### src/hw/rtl/tcns_pkg.sv
// shared constants and types for the tick count to nanoseconds converter
`default_nettype none

package tcns_pkg;

  // width of tick counts, frequencies and nanosecond values
  localparam int unsigned DataW = 64;
  // width of the status code
  localparam int unsigned StatusW = 2;
  // width of one billion
  localparam int unsigned NsW = 30;
  // width of a quotient or remainder that passed the scale check
  localparam int unsigned ScaledW = 35;

  localparam logic [NsW-1:0] NsPerSec = NsW'(1000000000);
  // largest value that can be scaled by one billion without overflow
  localparam logic [DataW-1:0] ScaleLimit = 64'd18446744073;
  localparam logic [DataW-1:0] FreqReset = 64'd10000000;

  typedef enum logic [StatusW-1:0] {
    StatusOk       = 2'd0,
    StatusZeroFreq = 2'd1,
    StatusOverflow = 2'd2
  } status_e;

endpackage

`default_nettype wire

### src/hw/rtl/tcns_scale.sv
// range check and scaling of quotient and remainder by one billion
`default_nettype none

module tcns_scale (
  input  wire logic                         clk_i,
  input  wire logic                         rst_ni,
  input  wire logic                         en_i,
  input  wire logic                         valid_i,
  input  wire logic [tcns_pkg::DataW-1:0]   quo_i,
  input  wire logic [tcns_pkg::DataW-1:0]   rem_i,
  input  wire tcns_pkg::status_e            status_i,
  output logic                              valid_o,
  output logic      [tcns_pkg::DataW-1:0]   whole_o,
  output logic      [tcns_pkg::DataW-1:0]   prod_o,
  output tcns_pkg::status_e                 status_o
);
  import tcns_pkg::*;

  // check stage
  logic               valid_a_q;
  logic [ScaledW-1:0] q_a_q;
  logic [ScaledW-1:0] r_a_q;
  status_e            st_a_q;
  status_e            st_a_d;
  logic               too_big;

  // whole seconds scaling stage
  logic                   valid_b_q;
  logic [DataW-1:0]       whole_b_q;
  logic [ScaledW-1:0]     r_b_q;
  status_e                st_b_q;
  logic [ScaledW+NsW-1:0] whole_full;

  // remainder scaling stage
  logic                   valid_c_q;
  logic [DataW-1:0]       whole_c_q;
  logic [DataW-1:0]       prod_c_q;
  status_e                st_c_q;
  logic [ScaledW+NsW-1:0] prod_full;

  assign too_big = (quo_i > ScaleLimit) || (rem_i > ScaleLimit);
  assign st_a_d  = (status_i == StatusOk && too_big) ? StatusOverflow : status_i;

  assign whole_full = q_a_q * NsPerSec;
  assign prod_full  = r_b_q * NsPerSec;

  always_ff @(posedge clk_i or negedge rst_ni) begin
    if (!rst_ni) begin
      valid_a_q <= 1'b0;
      valid_b_q <= 1'b0;
      valid_c_q <= 1'b0;
    end else if (en_i) begin
      valid_a_q <= valid_i;
      valid_b_q <= valid_a_q;
      valid_c_q <= valid_b_q;
    end
  end

  always_ff @(posedge clk_i) begin
    if (en_i) begin
      q_a_q     <= quo_i[ScaledW-1:0];
      r_a_q     <= rem_i[ScaledW-1:0];
      st_a_q    <= st_a_d;
      whole_b_q <= whole_full[DataW-1:0];
      r_b_q     <= r_a_q;
      st_b_q    <= st_a_q;
      whole_c_q <= whole_b_q;
      prod_c_q  <= prod_full[DataW-1:0];
      st_c_q    <= st_b_q;
    end
  end

  assign valid_o  = valid_c_q;
  assign whole_o  = whole_c_q;
  assign prod_o   = prod_c_q;
  assign status_o = st_c_q;

endmodule

`default_nettype wire

### config.mk
export PLATFORM = sky130hd
export DESIGN_NAME = tcns_scale
export DESIGN_NICKNAME = d
export VERILOG_FILES = /design/src/hw/rtl/tcns_pkg.sv /design/src/hw/rtl/tcns_scale.sv
export SDC_FILE = /design/constraint.sdc
export NUM_CORES = 2
export LEC_CHECK = 0
export BUFFER_PORTS_ARGS = -buffer_cell sky130_fd_sc_hd__buf_2
export CAP_MARGIN = 20
export CORE_ASPECT_RATIO = 0.9
export CORE_UTILIZATION = 40
export DETAILED_ROUTE_END_ITERATION = 7
export GPL_ROUTABILITY_DRIVEN = 0
export GPL_TIMING_DRIVEN = 0
export PLACE_DENSITY = 0.58
export SETUP_SLACK_MARGIN = 0.05
export SLEW_MARGIN = 10
export SYNTH_ARGS = -nofsm -noshare
export SYNTH_HDL_FRONTEND = slang
export SYNTH_SLANG_ARGS = --single-unit
### constraint.sdc
create_clock -name clk_i -period 7 [get_ports clk_i]
set_clock_uncertainty 0.05 [all_clocks]
set_input_delay 1.4 -clock clk_i [delete_from_list [all_inputs] [get_ports clk_i]]
set_output_delay 1.4 -clock clk_i [all_outputs]
set_load 0.1 [all_outputs]
Yosys cells after proc, flatten, opt, wreduce, memory -nomap -nowiden

Cells that the tools add are included.

Register bits: 279
Bits in latches: 0
Memory bits (writable): 0
ROM bits: 0
Input bits: 134
Output and inout port bits: 131
Logic and storage cells: 19
Memories: 0

Add/sub/neg operators: 0
Multipliers: 2
Divide/modulo/power cells: 0
Order comparisons: 2
Equality and inequality tests: 0
Shift-type cells: 0
Muxes and demuxes: 0
Bitwise logic cells: 0
Reductions and logical operators: 3

Operators by type and width:

| kind                                                  | number |
|---|---|
| > comparator 64 x 35 -> 1 bit (second input constant) | 2 |
| multiplier 35 x 21 -> 55 bit (second input constant)  | 2 |
| logical NOT 2 bit                                     | 1 |
| logical AND 1 bit                                     | 1 |
| logical OR 1 bit                                      | 1 |

Depth between registers and ports, before layout

Depth in word-level cells: 3
Mapped depth: 24
Gate-level depth less buffers: 23

Worst setup path after synthesis

No wires, ideal clock.

Path type: register to register
From: reg r_b_q[13]
To: reg prod_c_q[62] (netlist: prod_o[62]), data pin
Data arrival time: 6,318 ps
Data required time: 6,690 ps
Path slack: 372 ps
Cell stages (with the launch flop): 22
Buffers on the path: 0
Cell sequence: edfxtp_1 inv_1 fa_1 fa_1 fa_1 fa_1 fa_1 inv_1 fa_1 inv_1 fa_1 inv_1 ha_1 a21o_1 a21o_1 a21o_1 a31oi_1 o221ai_1 a32o_1 o31a_1 a221oi_2 xnor2_1

Word-level cells in the longest chain between the ends: 1

Ends and longest elaborated chain:

| what                         | line             | source |
|---|---|---|
| from (decl)                  | tcns_scale.sv:30 | `logic [ScaledW-1:0] r_b_q;` |
| from (signal assigned)       | tcns_scale.sv:65 | `r_b_q <= r_a_q;` |
| multiplier 35 x 21 -> 55 bit | tcns_scale.sv:45 | `assign prod_full = r_b_q * NsPerSec;` |
| net prod_full[62]            | tcns_scale.sv:39 | `logic [ScaledW+NsW-1:0] prod_full;` |
| to (signal assigned)         | tcns_scale.sv:68 | `prod_c_q <= prod_full[DataW-1:0];` |
| to (decl)                    | tcns_scale.sv:37 | `logic [DataW-1:0] prod_c_q;` |

The timed path passes the listed nets, and every way through them passes these cells.
A chain may end at the register's enable or synchronous reset.

Worst setup path after layout

From: reg q_a_q[15]
To: reg whole_b_q[55], data pin

Word-level cells in the longest chain between the ends: 1

Ends and longest elaborated chain:

| what                         | line             | source |
|---|---|---|
| from (decl)                  | tcns_scale.sv:21 | `logic [ScaledW-1:0] q_a_q;` |
| from (signal assigned)       | tcns_scale.sv:61 | `q_a_q <= quo_i[ScaledW-1:0];` |
| multiplier 35 x 21 -> 55 bit | tcns_scale.sv:44 | `assign whole_full = q_a_q * NsPerSec;` |
| net whole_full[55]           | tcns_scale.sv:32 | `logic [ScaledW+NsW-1:0] whole_full;` |
| to (signal assigned)         | tcns_scale.sv:64 | `whole_b_q <= whole_full[DataW-1:0];` |
| to (decl)                    | tcns_scale.sv:29 | `logic [DataW-1:0] whole_b_q;` |

The timed path passes the listed nets, and every way through them passes these cells.

==> results by group <==
Timing
  – Slew @ Worst Pin: 0.738 ns
  – Tcrit/Tclk final: 0.974
  – Final-report max-slew violation count: 0
  – Final hold violations: 0
  – Slew Limit Headroom: 0.506
  – Fmax: 0.147 GHz
  – Tmin final: 6.82 ns
  – Final setup violation count: 0
  – Hold WS: 0.359 ns
  – RSZ-0062 raised after global routing: true

Setup path
  – CP endpoint kind: register
  – Category of the most critical setup path: reg -> reg
  – CP required: 7.27 ns
  – R2R Path End: whole_b_q[55]$_DFFE_PP_
  – Crit start category: register
  – R2R Setup Slk: 0.18 ns
  – CP arrival: 7.08 ns
  – FF-to-FF Start: q_a_q[15]$_DFFE_PP_
  – CP Max Fanout: 6
  – Launch point of the worst path: q_a_q[15]$_DFFE_PP_
  – Reg2reg path depth: 22

Logic synthesis
  – Synth Warn #: 0
  – Top cells by area, synth: fa_1 36%, edfxtp_1 22%, ha_1 18%
  – Number of flops mapped to enable cells by yosys: 276
  – Commonest register cell after synthesis: edfxtp_1
  – Post-synthesis sequential area ratio: 0.220
  – Fraction of registers with async set/reset: 0.0108
  – Library cells used by synthesis: 77
  – Avg Cell Area, Syn: 11.2 sq um
  – Flop and latch count out of synthesis: 279
  – Mapped cell area: 38000 sq um
  – Share of the synthesized area in the top cell type: 0.363
  – Synth Instances: 3399
  – Synth area leader: fa_1

Global routing
  – Initial antenna violation count: 2
  – Total gr overflow: 0
  – Pin count of the biggest net entering global routing: 107
  – First-pass GRT wire length: 140 mm
  – Number of global-route vias before repair: 25100
  – GR Util All Layers: 0.191

Min path
  – Hold EP: whole_o[38]$_DFFE_PP_
  – HP Class: reg -> reg
  – Critical hold path startpoint: whole_b_q[38]$_DFFE_PP_
  – Hold Path Cell Cnt: 0

CTS
  – Clock-pin slew on the worst setup and hold paths: 0.07 ns
  – CTS tree: done
  – Clk sinks: 279
  – CTS Root Cell: clkbuf_16
  – Deepest clock path buffer count: 3
  – H-tree Lvls: 2
  – TritonCTS Buffers: 36
  – Clk Latency, worst-skew pair: 0.59 ns

Finish
  – FILL cells: 8722
  – Multi-input logic area: 25700 sq um
  – Final #Nets: 5213
  – Layout cells sized above 1: 0.145
  – Storage element area: 8360 sq um
  – Synth-to-Final Area Change: 14.8%

Floorplanning
  – Die W: 327 microns
  – Site row count: 106
  – Die ar.: 96300 sq um
  – Core box area: 93500 sq um
  – Initial Util: 0.407
  – Top-Level Pins: 265
  – Die Span Y: 295 microns

Job
  – Max-Cap Viols: 0

Routing
  – Routed WL: 90.9 mm
  – Antenna-violating nets left: 0
  – Drt pass-1 iters: 5
  – Drt drc: 0
  – DR WL/cell: 17.8 microns
  – Total number of vias: 24000
  – Drt via density: 4.69
  – Initial DRC Count: 1037

Place
  – Hpwl dp: 76.7 mm
  – Port bufs: 246

Run status
  – Outcome: complete, no violations
[worst max path at each step]
stage,cells after the start,end
floorplan,21,prod_o[62]$_DFFE_PP_
global placement,22,prod_o[57]$_DFFE_PP_
detailed placement,22,prod_o[57]$_DFFE_PP_
CTS,22,whole_b_q[63]$_DFFE_PP_
global route,24,whole_b_q[55]$_DFFE_PP_
finish,22,whole_b_q[55]$_DFFE_PP_
[sequential cells by signal, summed over array words and instances (netlist names), 35 cells and up]
name	flops
prod_o	55
whole_b_q	55
whole_o	55
q_a_q	35
r_a_q	35
r_b_q	35
[through the flow]
stage / cells / utilization / TNS [ns] / worst slack (ns) / instance area (sq um)
finish: 5109 / 0.467 / 0 / 0.184 / 43700
floorplan: 3416 / - / 0 / 0.372 / 38100
CTS: 5027 / 0.457 / 0 / 0.0528 / 42700
global route: 5108 / 0.467 / -0.0220 / -0.0220 / 43700
global placement: 4904 / 0.437 / -6.67 / -0.558 / 40900
detailed placement: 4906 / 0.438 / -6.35 / -0.533 / 40900
[cell usage after synthesis (8+ instances only)]
cell and n:
xor2_1 39, a21oi_1 109, o21ai_0 64, ha_1 548, nor2_1 58, nand4_1 29
and2_1 8, xnor2_1 65, nor2b_1 11, inv_1 1093, edfxtp_1 276, o211ai_1 8
buf_4 18, nand2_1 87, nor3_1 16, a21o_1 38, a31oi_1 19, fa_1 690
o21bai_1 21, clkbuf_1 23, and3_1 11, nand3_1 24, nor4_1 22, a211oi_1 13
[timing repair]
item	CTS	global route
setup endpoints to repair	31	34
hold buffers	0	0
gates resized for setup	20	71
buffers inserted	60	86
pin swaps	2	16
[cells by family (layout without fill, tap and decap cells)]
logic type	count (synthesis)	count (layout)	synth area share
fa+ha+maj	1238	1238	0.543
buf+inv	1138	1588	0.114
compound gates	342	342	0.0589
simple gates	293	293	0.0383
flops	279	279	0.220
xor+xnor	104	104	0.0239
mux	4	4	0.00115
other cells	1	19	0.0000986
[cell usage in the layout, fill, tap and decap left out, types with 8 or more instances in the layout]
master        n
nor2b_1      10
clkbuf_1     18
nor2_1       57
a31oi_1      17
xor2_1       38
ha_1        529
xnor2_1      65
a21oi_2      12
clkbuf_16    38
inv_2        15
nand4_1      29
nor3_1       15
nand3_1      24
o21ai_1       8
buf_4       157
nor4_1       19
o211ai_1      8
ha_4         10
a211oi_1     11
o21bai_1     21
nand2_1      87
buf_2       247
edfxtp_1    276
conb_1       18
fa_1        687
ha_2          9
a21o_1       38
o21ai_0      56
and3_1        9
inv_1      1078
a21oi_1     100
[worst max-delay path, cell delays in order (launching register included)]
cell,delay (ns)
edfxtp_1,0.53
ha_1,0.44
fa_1,0.55
fa_1,0.52
inv_1,0.06
fa_1,0.44
fa_1,0.52
inv_1,0.05
fa_1,0.55
inv_1,0.08
fa_1,0.50
inv_1,0.05
ha_2,0.39
nand2_1,0.13
nor2_2,0.19
o2111ai_1,0.16
a31oi_2,0.34
nor4_4,0.07
o41ai_4,0.27
buf_4,0.20
nor2b_2,0.16
a31oi_1,0.12
xnor2_1,0.17
[final cells by class]
cell class,count,share of cell area
well taps,1242,0.0356
clock buffers,40,0.0219
diodes,1,0.0000573
plain buffers,38,0.00493
repair buffers,394,0.0564
clock inverters,23,0.00722
flip-flops and latches,279,0.191
multi-input cells,1999,0.589
inverters,1093,0.0939
[metal layers]
| layer | global-route usage | vias to the layer above | share of wire |
|---|---|---|---|
| met2 | 0.305 | 523 | 0.45 |
| met1 | 0.260 | 11800 | 0.46 |
| met4 | 0.0490 | 0 | 0.024 |
| met5 | 0 | - | 0 |
| met3 | 0.0442 | 105 | 0.065 |
| li1 | - | 11500 | - |
Power is left out: the tool's default activity adds up to more than one toggle a clock period on the data nets, which glitch-free logic cannot reach.
