### config.mk
export PLATFORM = sky130hd
export DESIGN_NAME = tcns_out_buf
export DESIGN_NICKNAME = d
export VERILOG_FILES = /design/src/hw/rtl/tcns_pkg.sv /design/src/hw/rtl/tcns_out_buf.sv
export SDC_FILE = /design/constraint.sdc
export NUM_CORES = 1
export LEC_CHECK = 0
export ABC_AREA = 0
export BUFFER_PORTS_ARGS = -buffer_cell sky130_fd_sc_hd__buf_4
export CAP_MARGIN = 40
export CORE_AREA = 2 2 124 126
export DETAILED_ROUTE_END_ITERATION = 7
export DIE_AREA = 0 0 126 128
export PLACE_DENSITY = 0.54
export SYNTH_ARGS = -nofsm -noshare
export SYNTH_HDL_FRONTEND = slang
export SYNTH_SLANG_ARGS = --single-unit
### constraint.sdc
create_clock -name clk_i -period 10.3 [get_ports clk_i]
set_clock_uncertainty 0.1 [all_clocks]
set_input_delay 2.06 -clock clk_i [delete_from_list [all_inputs] [get_ports clk_i]]
set_output_delay 2.06 -clock clk_i [all_outputs]
set_load 0.01 [all_outputs]
### src/hw/rtl/tcns_pkg.sv
// shared constants and types for the tick count to nanoseconds converter
`default_nettype none

package tcns_pkg;

  // width of tick counts, frequencies and nanosecond values
  localparam int unsigned DataW = 64;
  // width of the status code
  localparam int unsigned StatusW = 2;
  // width of one billion
  localparam int unsigned NsW = 30;
  // width of a quotient or remainder that passed the scale check
  localparam int unsigned ScaledW = 35;

  localparam logic [NsW-1:0] NsPerSec = NsW'(1000000000);
  // largest value that can be scaled by one billion without overflow
  localparam logic [DataW-1:0] ScaleLimit = 64'd18446744073;
  localparam logic [DataW-1:0] FreqReset = 64'd10000000;

  typedef enum logic [StatusW-1:0] {
    StatusOk       = 2'd0,
    StatusZeroFreq = 2'd1,
    StatusOverflow = 2'd2
  } status_e;

endpackage

`default_nettype wire

### src/hw/rtl/tcns_out_buf.sv
// output register with skid entry so the pipeline is decoupled from the sink
`default_nettype none

module tcns_out_buf #(
  parameter int unsigned Width = tcns_pkg::DataW + tcns_pkg::StatusW
) (
  input  wire logic             clk_i,
  input  wire logic             rst_ni,
  input  wire logic             in_valid_i,
  input  wire logic [Width-1:0] in_data_i,
  output logic                  in_stall_o,
  output logic                  out_valid_o,
  output logic      [Width-1:0] out_data_o,
  input  wire logic             out_stall_i
);
  import tcns_pkg::*;

  logic             out_valid_q;
  logic             out_valid_d;
  logic [Width-1:0] out_data_q;
  logic             skid_valid_q;
  logic             skid_valid_d;
  logic [Width-1:0] skid_data_q;
  logic             take;
  logic             push;
  logic             load_out;
  logic             load_skid;

  assign take = out_valid_q && !out_stall_i;
  assign push = in_valid_i && !skid_valid_q;

  always_comb begin
    out_valid_d  = out_valid_q;
    skid_valid_d = skid_valid_q;
    load_out     = 1'b0;
    load_skid    = 1'b0;
    if (skid_valid_q) begin
      if (take) begin
        skid_valid_d = 1'b0;
      end
    end else if (push) begin
      if (!out_valid_q || take) begin
        load_out    = 1'b1;
        out_valid_d = 1'b1;
      end else begin
        load_skid    = 1'b1;
        skid_valid_d = 1'b1;
      end
    end else if (take) begin
      out_valid_d = 1'b0;
    end
  end

  always_ff @(posedge clk_i or negedge rst_ni) begin
    if (!rst_ni) begin
      out_valid_q  <= 1'b0;
      skid_valid_q <= 1'b0;
    end else begin
      out_valid_q  <= out_valid_d;
      skid_valid_q <= skid_valid_d;
    end
  end

  always_ff @(posedge clk_i) begin
    if (load_out) begin
      out_data_q <= in_data_i;
    end else if (skid_valid_q && take) begin
      out_data_q <= skid_data_q;
    end
    if (load_skid) begin
      skid_data_q <= in_data_i;
    end
  end

  assign in_stall_o  = skid_valid_q;
  assign out_valid_o = out_valid_q;
  assign out_data_o  = out_data_q;

endmodule

`default_nettype wire

== Word-level counts from Yosys, hierarchy flattened ==
Cells that the tools add are included.
Operators by class
  equality and inequality tests: 1
  mux-type cells: 13
  bitwise operators: 1
  reduce and logical (&&, ||, !) cells: 10
Operator list (count)
  66-bit two-way mux: 2
  1-bit two-way mux: 11
  2-bit nonzero test: 2
  1-bit logical AND: 3
  1-bit logical NOT: 3
  3-bit AND reduction: 1
  2-bit by 1-bit inequality test with 1-bit output (second input constant): 1
  1-bit logical OR: 1
  1-bit inverter: 1
Storage, ports and cells
  register bits after elaboration: 134
  input port bits: 70
  output and inout port bits: 68
  logic and storage cells: 29

== Longest topological paths before layout ==
Gate-level depths: netlist of run 1.
  depth after elaboration: 7
  gate-level depth with buffers: 5
  depth with buffers taken out: 3

== Least setup slack after synthesis of run 1 ==
OpenSTA, ideal clock, no wires.
  path type: input to register
  start: in out_stall_i
  end: reg out_data_q[0] (netlist: out_data_o[0]), enable pin
  setup time: 591 ps
  arrival: 7013 ps
  data required time: 9609 ps
  setup slack: 2595 ps
  stages on the path: 2
  buffers on the path: 0
  cells stage by stage: nand2_1 a21boi_0
Between the ends
  cells in the longest elaborated chain, start to end: 7
  elaborated cells on any way between the ends: 8
  classes of those cells: 3 x mux; 5 x reduce/logical
Ends and longest elaborated chain
  from (decl): line tcns_out_buf.sv:14  | input wire logic out_stall_i
  1-bit logical NOT *: line tcns_out_buf.sv:29  | assign take = out_valid_q && !out_stall_i;
  1-bit logical AND *: line tcns_out_buf.sv:29
  1-bit logical OR: line tcns_out_buf.sv:42  | if (!out_valid_q || take) begin
  1-bit two-way mux: line tcns_out_buf.sv:42
  1-bit two-way mux: line tcns_out_buf.sv:41  | end else if (push) begin
  1-bit two-way mux: line tcns_out_buf.sv:37  | if (skid_valid_q) begin
  2-bit nonzero test (no source line) *
  to (signal assigned): line tcns_out_buf.sv:66  | out_data_q <= in_data_i;
  to (signal assigned): line tcns_out_buf.sv:68  | out_data_q <= skid_data_q;
  to (decl): line tcns_out_buf.sv:20  | logic [Width-1:0] out_data_q;
Every way passes the cells marked *; elsewhere a longest branch is shown, timed or not.
A chain may end at the register's enable or synchronous reset.

== Worst setup path in the final report of run 1 ==
  start: in in_valid_i
  end: reg out_data_q[20] (netlist: out_data_o[20]) (data pin)
Between the ends
  cells in the longest elaborated chain, start to end: 4
Ends and longest elaborated chain
  from (decl): line tcns_out_buf.sv:9  | input wire logic in_valid_i,
  1-bit logical AND: line tcns_out_buf.sv:30  | assign push = in_valid_i && !skid_valid_q;
  1-bit two-way mux: line tcns_out_buf.sv:41
  1-bit two-way mux: line tcns_out_buf.sv:37
  66-bit two-way mux: line tcns_out_buf.sv:65  | if (load_out) begin
Every way passes these cells.

==> results of run 1 <==
worst min path at each step:
| stage | from | end | depth (start not counted) |
|---|---|---|---|
| final | skid_data_q[28] | out_data_o[28] | 1 |
| after global routing | skid_data_q[24] | out_data_o[24] | 1 |
| after CTS | skid_data_q[28] | out_data_o[28] | 1 |
| after detailed placement | skid_data_q[65] | out_data_o[65] | 1 |
| after global placement | out_valid_o | in_stall_o | 1 |
| after floorplan | skid_data_q[0] | out_data_o[0] | 1 |
cell usage after synthesis:
cell	number	area [sq um]
sky130_fd_sc_hd__mux2_2	26	293
sky130_fd_sc_hd__mux2_4	40	601
sky130_fd_sc_hd__nand2b_4	2	27.5
sky130_fd_sc_hd__edfxtp_1	132	3960
sky130_fd_sc_hd__nand2_1	3	11.3
sky130_fd_sc_hd__dfrtp_1	2	50.1
sky130_fd_sc_hd__nor2_1	1	3.75
sky130_fd_sc_hd__inv_1	1	3.75
sky130_fd_sc_hd__a21boi_0	1	7.51
sky130_fd_sc_hd__buf_2	2	10.0
sky130_fd_sc_hd__a21oi_1	2	10.0
sky130_fd_sc_hd__o21ai_0	1	5.00
sky130_fd_sc_hd__buf_6	5	56.3
state kept, by name, summed over array words and instances, names as in the netlist:
register,count
out_valid_o,1
out_data_o,66
skid_data_q,66
in_stall_o,1
cell type report:
class	instances	area (sq um)	area share
inverters	1	3.75	0.000547
clock inverters	4	22.5	0.00328
well taps	188	235	0.0343
clock buffers	28	507	0.0739
repair buffers	142	1100	0.160
flip-flops and latches	134	4010	0.585
multi-input cells	76	977	0.142
cells by family (layout without fill, tap and decap cells):
family                 Yosys count  in the layout  synth area share
flip-flops                     134            134             0.796
multiplexers                    66             66             0.177
AO/OA/AOI/OAI                    4              4           0.00447
buffers and inverters            8            175            0.0139
AND/OR/NAND/NOR                  6              6           0.00844
through the flow:
stage / instances / total power, mW / hold WS, ps
after floorplan: 218 / 1.09 / 423
after global placement: 539 / 1.28 / 424
after detailed placement: 541 / 1.31 / 432
after CTS: 573 / 1.85 / 446
after global routing: 573 / 1.91 / 451
final: 573 / 1.82 / 442
power breakdown:
part | total (mW) | internal, mW | switching, mW
Clock | 0.540 | 0.332 | 0.208
Sequential | 0.820 | 0.779 | 0.0405
Combinational | 0.462 | 0.238 | 0.224
metal layers:
| metal | wire length (microns) | vias up | share of wire | global-route usage |
|---|---|---|---|---|
| li1 | - | 1174 | - | - |
| met1 | 4160 | 1276 | 0.45 | 0.153 |
| met2 | 4280 | 96 | 0.46 | 0.176 |
| met3 | 715 | 16 | 0.077 | 0.0580 |
| met4 | 172 | 0 | 0.018 | 0.0511 |
| met5 | 0 | - | 0 | 0 |
==> metrics list, run 1 <==
* Total power divided by cell area: 266 nW/um^2
- Yosys mapped the design onto 13 distinct sky130hd cell types.
- Setup total negative slack on the finished layout was measured at 0 ps.
- The routed design has 9330 microns of wire.
- Top-level port count: 138
- After detailed routing, the number of remaining DRC violations is 0.
- Slack of the critical path: 6520 ps
- The routed layout has 2562 vias.
- The number of global-route vias before repair came to 2620.
- RSZ-0062 raised after global routing: no
- The number of max-slew violations in the final report came to 0.
* Clock slew at the register clock pins of the worst setup and hold paths: 60 ps
* Cell count after synthesis: 218
- Post-synthesis sequential area ratio: 0.796
- The clock passes through at most 2 buffers.
- In the final layout, the share of cells above drive strength 1 is 0.616.
- Category of the worst setup path capture point: register
- Detailed placement ended at an HPWL of 6020 microns.
* TritonCTS clock tree: built
- The worst setup path is of the input port to register kind.
- At the end of routability-driven placement, the weighted congestion stood at 0.664.
- CTS built an H-tree with a depth of 4.
- Standard-cell row count: 45
- The floorplan step defined a die boundary enclosing 16100 sq um.
* Largest fanout of any net on the critical path: 39
- Die outline height: 128 microns
* Worst-path cell with the longest stage delay: sky130_fd_sc_hd__buf_4
- In the global route stage, overall resource usage came out at 0.120.
- The number of gates resized after CTS was 0.
- In the final design database the tool counted 442 nets.
- Dpl ws: 6050 ps
- The tool flagged a number of max-cap violations equal to 0.
- In the layout the commonest cells are 140 x sky130_fd_sc_hd__buf_4, 132 x sky130_fd_sc_hd__edfxtp_1, 40 x sky130_fd_sc_hd__mux2_4.
- CTS sink count: 134
* DRC marker count from the first detailed-route iteration: 203
* Destination of the worst register-to-register timing path: out_data_o[20]
* Horizontal extent of the die: 126 microns
* Hold violation total from the final report: 0
* Area delta synth->final: 36.0%
- For this configuration, the core starts out at a cell density of 0.339.
- The first global-routing pass estimated 14300 microns of wire.
- Most common library cell in the layout ignoring fill and taps: sky130_fd_sc_hd__buf_4
* Cell family with most CP delay: buffers and inverters
- CP Launch Type: input port
- Post-CTS repair timing setup buffer count: 0
- Subtracting the final worst setup slack from the clock period gives 3780 ps.
- Clock latency on the worst-skew pair, taken at its later pin, is 410 ps.
* Leakage: 2.72 nW
- # port buffers: 137
- Final antenna diode count: 0
- Routed vias/inst: 4.47
- Fill cells in the final layout number 1314.
* Average footprint of a synthesized cell: 23.1 sq um
- The most critical setup path has its endpoint at out_data_o[20].
* Headroom to the max-slew limit: 0.557
* Maximum number of pins on one net before global-route repair: 42
- The flow ran to the end, and the final reports show no timing, DRC or antenna violations.
* Register bit count reported by yosys: 134
* Worst-case reg-to-reg path depth: 4
* Syn_nets: 288
- STA puts the critical path data required time at 10360 ps.
* VDD IR max: 0.000146 V
- GRT overflow: 0
- Yosys warning total: 0
- The critical path goes through buf_4 > nand2b_4 > nand2b_4 > buf_4 > mux2_2.
- First-pass iteration count of the detailed router: 6
- Crit share post-route: 0.367
- Average wire length per cell after detail routing: 16.3 microns
- Synthesized cell area: 5040 sq um
- Post-Place Cell Area: 6330 sq um
* Slew @ Worst Pin: 664 ps
- Highest Clock Rate: 0.264 GHz
- In this run the remaining antenna-violating nets after routing total 0.
- Critical path depth: 5
* Number of buffers added by the clock tree synthesis step: 17
- CP bufs+invs: 2
* Cell at the root of the clock tree: sky130_fd_sc_hd__clkbuf_16
- Maximum single-stage delay on the critical path: 620 ps
* Reg-to-reg setup timing slack: 7790 ps
- At the worst endpoint, the arrival time is 3840 ps.
* Core Util, Final: 0.461
- Number of setup violations in the final report: 0
- The initial antenna violation count was 0.
- In this run the worst setup path begins at in_valid_i.
- Hold buffer count at CTS: 0
- In this run the critical register-to-register path is launched from in_stall_o.
* Hold WC Path Type: register to register
- The core region is 14900 sq um.
* Area of all placed cells without fillers: 6860 sq um
Note: power is estimated with default switching activity, not from simulation.
==> run 2, diff against run 1 <==
--- a/config.mk
+++ b/config.mk
@@ -5,13 +5,13 @@
 export SDC_FILE = /design/constraint.sdc
 export NUM_CORES = 1
 export LEC_CHECK = 0
-export ABC_AREA = 0
+export ABC_AREA = 1
 export BUFFER_PORTS_ARGS = -buffer_cell sky130_fd_sc_hd__buf_4
 export CAP_MARGIN = 40
-export CORE_AREA = 2 2 124 126
+export CORE_AREA = 2 2 123 125
 export DETAILED_ROUTE_END_ITERATION = 7
-export DIE_AREA = 0 0 126 128
-export PLACE_DENSITY = 0.54
+export DIE_AREA = 0 0 125 127
+export PLACE_DENSITY = 0.57
 export SYNTH_ARGS = -nofsm -noshare
 export SYNTH_HDL_FRONTEND = slang
 export SYNTH_SLANG_ARGS = --single-unit
==> constraint.sdc (replaced) <==
create_clock -name clk_i -period 3.3 [get_ports clk_i]
set_clock_uncertainty 0.1 [all_clocks]
set_input_delay 0.66 -clock clk_i [delete_from_list [all_inputs] [get_ports clk_i]]
set_output_delay 0.66 -clock clk_i [all_outputs]
set_load 0.01 [all_outputs]
==> metrics list, run 2 <==
- Outcome: finished, final reports clean
* Worst-path cell with the longest stage delay: sky130_fd_sc_hd__nor2_4
* Number of buffers added by the clock tree synthesis step: 17
* Slew @ Worst Pin: 767 ps
- Of the total synthesized cell area, the portion taken by AND, OR, NAND and NOR gates is 0.172.
- Standard-cell row count: 44
* First-pass iteration count of the detailed router: 6
- Data on the critical path is required at its endpoint by 3480 ps.
- WL final: 10800 microns
- The initial antenna violation count is 0.
* Synth Area in Adders: 0
* Hold WC Path Type: input port to register
- Fraction of registers with async set/reset: 0.0149
- CP bufs+invs: 1
* Top routing layer in use: met4
* Total negative setup slack: 0 ps
- Maximum single-stage delay on the critical path: 630 ps
- Number of global-route vias before repair: 3111
- Data arrival at the endpoint of the critical path: 2040 ps
- Dividing the detail-routed wire length by the instance count gives 15.3 microns.
- After detailed routing, the met3 layer carries 741 microns of wire.
* Clk_lat worst skew: 410 ps
- Post-synthesis share of cell area spent on xor and xnor gates: 0
- Worst-case clock buffer depth: 2
- After clock tree synthesis, the clock-pin slew on the worst setup and hold paths is 60 ps.
- In the post-synthesis netlist, the biggest area contributors are sky130_fd_sc_hd__edfxtp_1 79%, sky130_fd_sc_hd__nand2_1 10%, sky130_fd_sc_hd__nand3_1 6.6%.
- The tool flagged a number of max-cap violations equal to 0.
- Counting flops with a built-in enable in the synthesized netlist gives 132.
* Compound-Gate Fraction of Synth Area: 0.00199
- The number of nets handed over by synthesis was 437.
- For this configuration, the core starts out at a cell density of 0.349.
- Area share of the largest cell type after synthesis: 0.787
* Hold violation total from the final report: 0
- In this run the number of H-tree levels came out at 4.
- In this run the worst path has a maximum fanout of 35.
* Number of setup violations in the final report: 0
* DRC marker count from the first detailed-route iteration: 291
- For this block, wires on met1 add up to 4760 microns.
- Yosys warning total: 0
* Distinct cells, synth: 15
- Yosys instantiated no cell more often than sky130_fd_sc_hd__nand2_1.
- The finished cells cover 6960 sq um.
- CTS sink count: 134
- From left edge to right edge, the die measures 125 microns.
- Number of pins exceeding their max-slew limit in the final report: 0
- The net count of the finished layout is 578.
* Number of cells on the worst hold path: 1
* Core Footprint: 14400 sq um
- Final HPWL DP: 6500 microns
- For the finished layout, the period the worst path requires is 1850 ps.
- TritonCTS built the clock tree.
- 0 antenna diodes ended up in the layout.
- Dividing the final minimum period by the clock period gives 0.562.
- Routed vias/inst: 4.54
* GRT overflow: 0
* Die outline height: 127 microns
* Routed vias: 3203
- The library cells used most frequently in the layout, excluding fill and tap cells, are 139 x sky130_fd_sc_hd__buf_4, 134 x sky130_fd_sc_hd__nand2_1, 132 x sky130_fd_sc_hd__edfxtp_1.
- Entering global routing, the biggest net connects 68 pins.
- Residual antenna-violating net count after detailed routing: 0
* Total Routing Usage GR: 0.137
* Critical register-to-register path startpoint: in_stall_o
* Top flip-flop cell by instance count after synthesis: sky130_fd_sc_hd__edfxtp_1
- Routed length on met2: 5160 microns
- Most common library cell in the layout ignoring fill and taps: sky130_fd_sc_hd__buf_4
- In this run the power density over the cells is 871 nW/um^2.
* Average footprint of a synthesized cell: 13.7 sq um
- Reg-to-reg setup timing slack: 1450 ps
* Destination of the worst register-to-register timing path: out_data_o[56]
- The floorplan step defined a die boundary enclosing 15900 sq um.
- VDD sags by at most 0.000366 V.
* CP Launch Type: register
- Highest Clock Rate: 0.539 GHz
- Synthesized cell area: 5030 sq um
* Post-CTS repair timing setup buffer count: 0
- Broken down by cell family, the worst path's largest delay share belongs to simple AND/OR/NAND/NOR gates.
* Multiplexer share of the synthesized area: 0
- Hold Crit Start: in_data_i[54]
- Largest area contributor in the netlist: sky130_fd_sc_hd__edfxtp_1
* Fraction of layout instances using a drive strength above 1: 0.342
- The first global-routing pass estimated 16600 microns of wire.
- The analysis attributes to cell leakage a power of 2.90 nW.
* Register bit count reported by yosys: 134
- Class of the most critical setup path: register to register
- The worst hold path terminates at skid_data_q[54].
- The worst pin sits at a relative slew slack of 0.487.
- Dominant combinational cell family by area after synthesis: simple AND/OR/NAND/NOR gates
- RSZ-0062 raised after global routing: no
- Area delta synth->final: 38.3%
- Top-level port count: 138
* Cell at the root of the clock tree: sky130_fd_sc_hd__clkbuf_16
* Post-Place Cell Area: 6270 sq um
* # port buffers: 137
* Drt drc: 0
- The worst register-to-register path has a depth of 4.
- Final weighted congestion of routability-driven global placement: 0.694
- Sorting the synthesized cells by how often they occur yields 136 x sky130_fd_sc_hd__nand2_1, 132 x sky130_fd_sc_hd__edfxtp_1, 66 x sky130_fd_sc_hd__nand3_1.
- Critical-path cell list: nor2_4 > buf_12 > nand3_1 > nand2_1
- STA classifies the critical path endpoint as a register.
- Cell count after synthesis: 367
* Post-synthesis sequential area ratio: 0.797
-- run 2: cell count changes after synthesis, moves of 2 or more --
cell                       delta
sky130_fd_sc_hd__buf_2        +8
sky130_fd_sc_hd__buf_6        -4
sky130_fd_sc_hd__nand2_1    +133
sky130_fd_sc_hd__clkbuf_1     +2
sky130_fd_sc_hd__nand3_1     +66
sky130_fd_sc_hd__mux2_4      -40
sky130_fd_sc_hd__nand2b_4     -2
sky130_fd_sc_hd__a21oi_1      -2
sky130_fd_sc_hd__buf_4        +8
sky130_fd_sc_hd__inv_2        +2
sky130_fd_sc_hd__mux2_2      -26
-- run 2: layout make-up --
| type | count | area, sq um |
|---|---|---|
| tap | 184 | 230 |
| sequential | 134 | 4010 |
| clock inverter | 14 | 254 |
| fill | 1329 | 7460 |
| timing repair buffer | 143 | 1120 |
| inverter | 4 | 15.0 |
| clock buffer | 18 | 429 |
| multi-input combinational | 208 | 900 |
-- run 2: worst max-delay path by stage --
| stage | startpoint | endpoint | slack [ps] | depth (start not counted) |
|---|---|---|---|---|
| final | in_stall_o | out_data_o[56] | 1450 | 4 |
| after floorplan | out_stall_i | out_data_o[0] | 310 | 4 |
| after CTS | in_stall_o | out_data_o[3] | 1450 | 4 |
| after global placement | out_stall_i | out_data_o[43] | 1080 | 4 |
| after global routing | in_stall_o | out_data_o[56] | 1340 | 4 |
| after detailed placement | in_valid_i | out_data_o[56] | 1140 | 6 |
-- run 2: power by group --
group / internal, mW / switching [mW] / leakage [nW] / total, mW
combinational: 0.545 / 0.826 / 1.32 / 1.37
clock: 1.49 / 0.688 / 0.322 / 2.18
sequential: 2.39 / 0.125 / 1.26 / 2.52
-- run 2: metal layers --
metal,vias to the layer above,GRT usage
li1,1580,-
met1,1489,0.182
met2,121,0.206
met3,13,0.0490
met4,0,0.0608
met5,-,0
-- run 2: timing repair --
item	in CTS	in global routing
endpoints found under the hold margin	2	0
resized for setup	0	0
hold buffers	1	0
-- run 2: per-stage QoR --
step	utilization	hold WS (ps)	worst slack [ps]	std cells	power, mW
2_1_floorplan	-	264	314	367	3.27
3_3_place_gp	0.433	343	1080	671	3.89
3_5_place_dp	0.435	344	1140	672	3.95
4_1_cts	0.483	312	1450	705	6.14
5_1_grt	0.483	309	1340	705	6.37
6_report	0.483	331	1450	705	6.06
-- run 2: kinds of logic after synthesis --
group	count (synthesis)
buf+inv	25
simple gates	206
flops	134
compound gates	2
==> run 3, diff against run 2 <==
--- a/config.mk
+++ b/config.mk
@@ -5,13 +5,13 @@
 export SDC_FILE = /design/constraint.sdc
 export NUM_CORES = 1
 export LEC_CHECK = 0
-export ABC_AREA = 1
+export ABC_AREA = 0
 export BUFFER_PORTS_ARGS = -buffer_cell sky130_fd_sc_hd__buf_4
 export CAP_MARGIN = 40
-export CORE_AREA = 2 2 123 125
+export CORE_AREA = 2 2 124 126
 export DETAILED_ROUTE_END_ITERATION = 7
-export DIE_AREA = 0 0 125 127
-export PLACE_DENSITY = 0.57
+export DIE_AREA = 0 0 126 128
+export PLACE_DENSITY = 0.56
 export SYNTH_ARGS = -nofsm -noshare
 export SYNTH_HDL_FRONTEND = slang
 export SYNTH_SLANG_ARGS = --single-unit
==> constraint.sdc (replaced) <==
create_clock -name clk_i -period 1.69 [get_ports clk_i]
set_clock_uncertainty 0.1 [all_clocks]
set_input_delay 0.338 -clock clk_i [delete_from_list [all_inputs] [get_ports clk_i]]
set_output_delay 0.338 -clock clk_i [all_outputs]
set_load 0.01 [all_outputs]
==> metrics list, run 3 (synthesized netlist as in run 1, its figures left out) <==
- The endpoint identified for the worst register-to-register timing path is out_data_o[64].
- Total negative setup slack: 0 ps
- Worst-case clock buffer depth: 2
- Of the total power, registers draw 0.441.
* Residual antenna-violating net count after detailed routing: 0
- Dividing the final minimum period by the clock period gives 0.947.
* PnR Total Power: 11.3 mW
* Cell at the root of the clock tree: sky130_fd_sc_hd__clkbuf_16
- In this run the static leakage power is 2.91 nW.
- NumNets Final: 482
* Psw: 2.87 mW
- Largest fanout of any net on the critical path: 28
* Category of the worst setup path capture point: register
- The first TritonRoute pass finished after 6 iterations.
* Most used cell, CP: sky130_fd_sc_hd__nand2b_4
* Top library cells by usage in the layout, fill and taps aside: 143 x sky130_fd_sc_hd__buf_4, 132 x sky130_fd_sc_hd__edfxtp_1, 40 x sky130_fd_sc_hd__mux2_4
- The die covers 16100 sq um.
* Antenna violations before repair: 0
- Sw frac: 0.255
- In this run, the number of DRC markers left after iteration 0 of detailed routing was 151.
- Hold violation total from the final report: 0
* Final weighted congestion of routability-driven global placement: 0.704
* Die outline height: 128 microns
- The routed design could run at a clock period as short as 1600 ps.
* TritonCTS clock tree: built
- At the later pin of the worst-skew pair, clock insertion delay measures 400 ps.
* Clock Power Share: 0.289
* Core Util, Final: 0.490
* Max H-tree Level: 4
* Routed vias/inst: 4.36
- The run finished with clean final reports.
* CP Launch Type: register
* Dpl cells: 548
- Top-level port count: 138
- Number of buffers added by the clock tree synthesis step: 17
- CTS sink count: 134
- Across the run, the number of max-cap violations was 0.
- From left edge to right edge, the die measures 126 microns.
* Clock slew at the register clock pins of the worst setup and hold paths: 50 ps
- The critical path is of the register to register type.
- For this run, design rule violations remaining after detail routing come to 0.
- From synthesis to final layout, the design area changed by 44.5%.
* WL final: 9250 microns
- Data arrives at the worst endpoint at 1660 ps.
* Total power divided by cell area: 1550 nW/um^2
* # port buffers: 137
- After global routing the overflow that remains totals 0.
- PostCTS Resize Cnt: 0
- The number of global-route vias before repair is 2802.
* Tightest hold margin: 21.1 ps
* VDD IR max: 0.000716 V
- Summed over all nets, the half-perimeter wirelength after detailed placement is 6050 microns.
- Critical-path cell list: nand2b_4 > nand2b_4 > buf_12 > mux2_2
- The number of cells on the worst reg-to-reg path is 4.
- Worst-path cell with the longest stage delay: sky130_fd_sc_hd__mux2_2
* Highest Clock Rate: 0.625 GHz
- Standard-cell row count: 45
- Termination of the worst setup path: out_data_o[64]
* First-pass GRT wire length: 14600 microns
* Number of setup violations in the final report: 0
- For this run, the slowest stage of the critical path takes 360 ps.
- For this configuration, the core starts out at a cell density of 0.339.
- After detailed routing, the average wire length per cell comes to 15.1 microns.
- Number of cells on the worst hold path: 1
- Filler cell count in the final layout: 1298
- Total area of multi-input combinational cells: 980 sq um
- The core region is 14900 sq um.
* Total Routing Usage GR: 0.118
- The tightest min-delay check is of the input port to register type.
- Summing all flip-flop and latch instances after layout gives 4020 sq um.
- Summing over every cut layer, the via total after detailed routing is 2673.
- Internal power comes to 8.40 mW.
- Final standard cell count with taps included and fillers excluded: 613
- The startpoint identified for the worst register-to-register timing path is in_stall_o.
- The share of total power dissipated in combinational logic is 0.270.
* Data required time of the worst path: 1750 ps
* Reg-to-reg setup timing slack: 90 ps
- Slew @ Worst Pin: 223 ps
- The most critical setup path has its startpoint at in_stall_o.
* Final antenna diode count: 0
* Headroom to the max-slew limit: 0.851
- In the final layout, the share of cells above drive strength 1 is 0.579.
- Setup repair after global routing left no endpoint under its margin.
- Leaving out fill and tap cells, the most frequent cell in the layout is sky130_fd_sc_hd__buf_4.
* Number of pins exceeding their max-slew limit in the final report: 0
- Maximum number of pins on one net before global-route repair: 31
-- run 3: cell type report --
type | count | share of cell area
clock buffers | 28 | 0.0696
clock inverters | 4 | 0.00275
inverters | 1 | 0.000515
multi-input cells | 76 | 0.134
flip-flops and latches | 134 | 0.551
well taps | 188 | 0.0323
repair buffers | 182 | 0.209
-- run 3: worst min path at each step --
stage                       start               to  slack (ps)
floorplan                  rst_ni       in_stall_o         -60
global placement           rst_ni       in_stall_o          20
detailed placement         rst_ni       in_stall_o          20
CTS                 in_data_i[41]  skid_data_q[41]         0.2
global route        in_data_i[24]  skid_data_q[24]         0.3
finish              in_data_i[50]  skid_data_q[50]          20
-- run 3: critical path, delay by kind of cell, from the launching register on --
family / cells / cell delay [ps]
buf+inv: 1 / 240
mux: 1 / 360
simple gates: 2 / 280
flops: 1 / 340
-- run 3: stage by stage --
stage               area, sq um  worst slack, ps
finish                     7280             89.5
global route               7280             14.1
CTS                        7270             76.3
detailed placement         6430             12.4
global placement           6430             34.5
floorplan                  5060             -579
-- run 3: per-layer routing --
metal | track usage | up-vias | part of all wire
met4 | 0.0407 | 0 | 0.010
met2 | 0.181 | 99 | 0.47
met3 | 0.0505 | 11 | 0.075
met1 | 0.151 | 1307 | 0.44
met5 | 0 | - | 0
li1 | - | 1256 | -
-- run 3: timing repair --
| action | in CTS | in global routing |
|---|---|---|
| setup buffers | 0 | 0 |
| hold endpoints to repair | 33 | 1 |
| setup endpoints to repair | 0 | 0 |
| hold buffers | 32 | 1 |
-- run 3: power by group through the flow --
stage          Sequential (mW)  Clock (mW)  Combinational (mW)
6_report                  4.97        3.26                3.04
5_1_grt                   5.05        3.50                3.28
4_1_cts                   4.98        3.36                3.13
3_5_place_dp              5.03           0                3.06
3_3_place_gp              5.03           0                3.02
2_1_floorplan             5.36           0                1.20
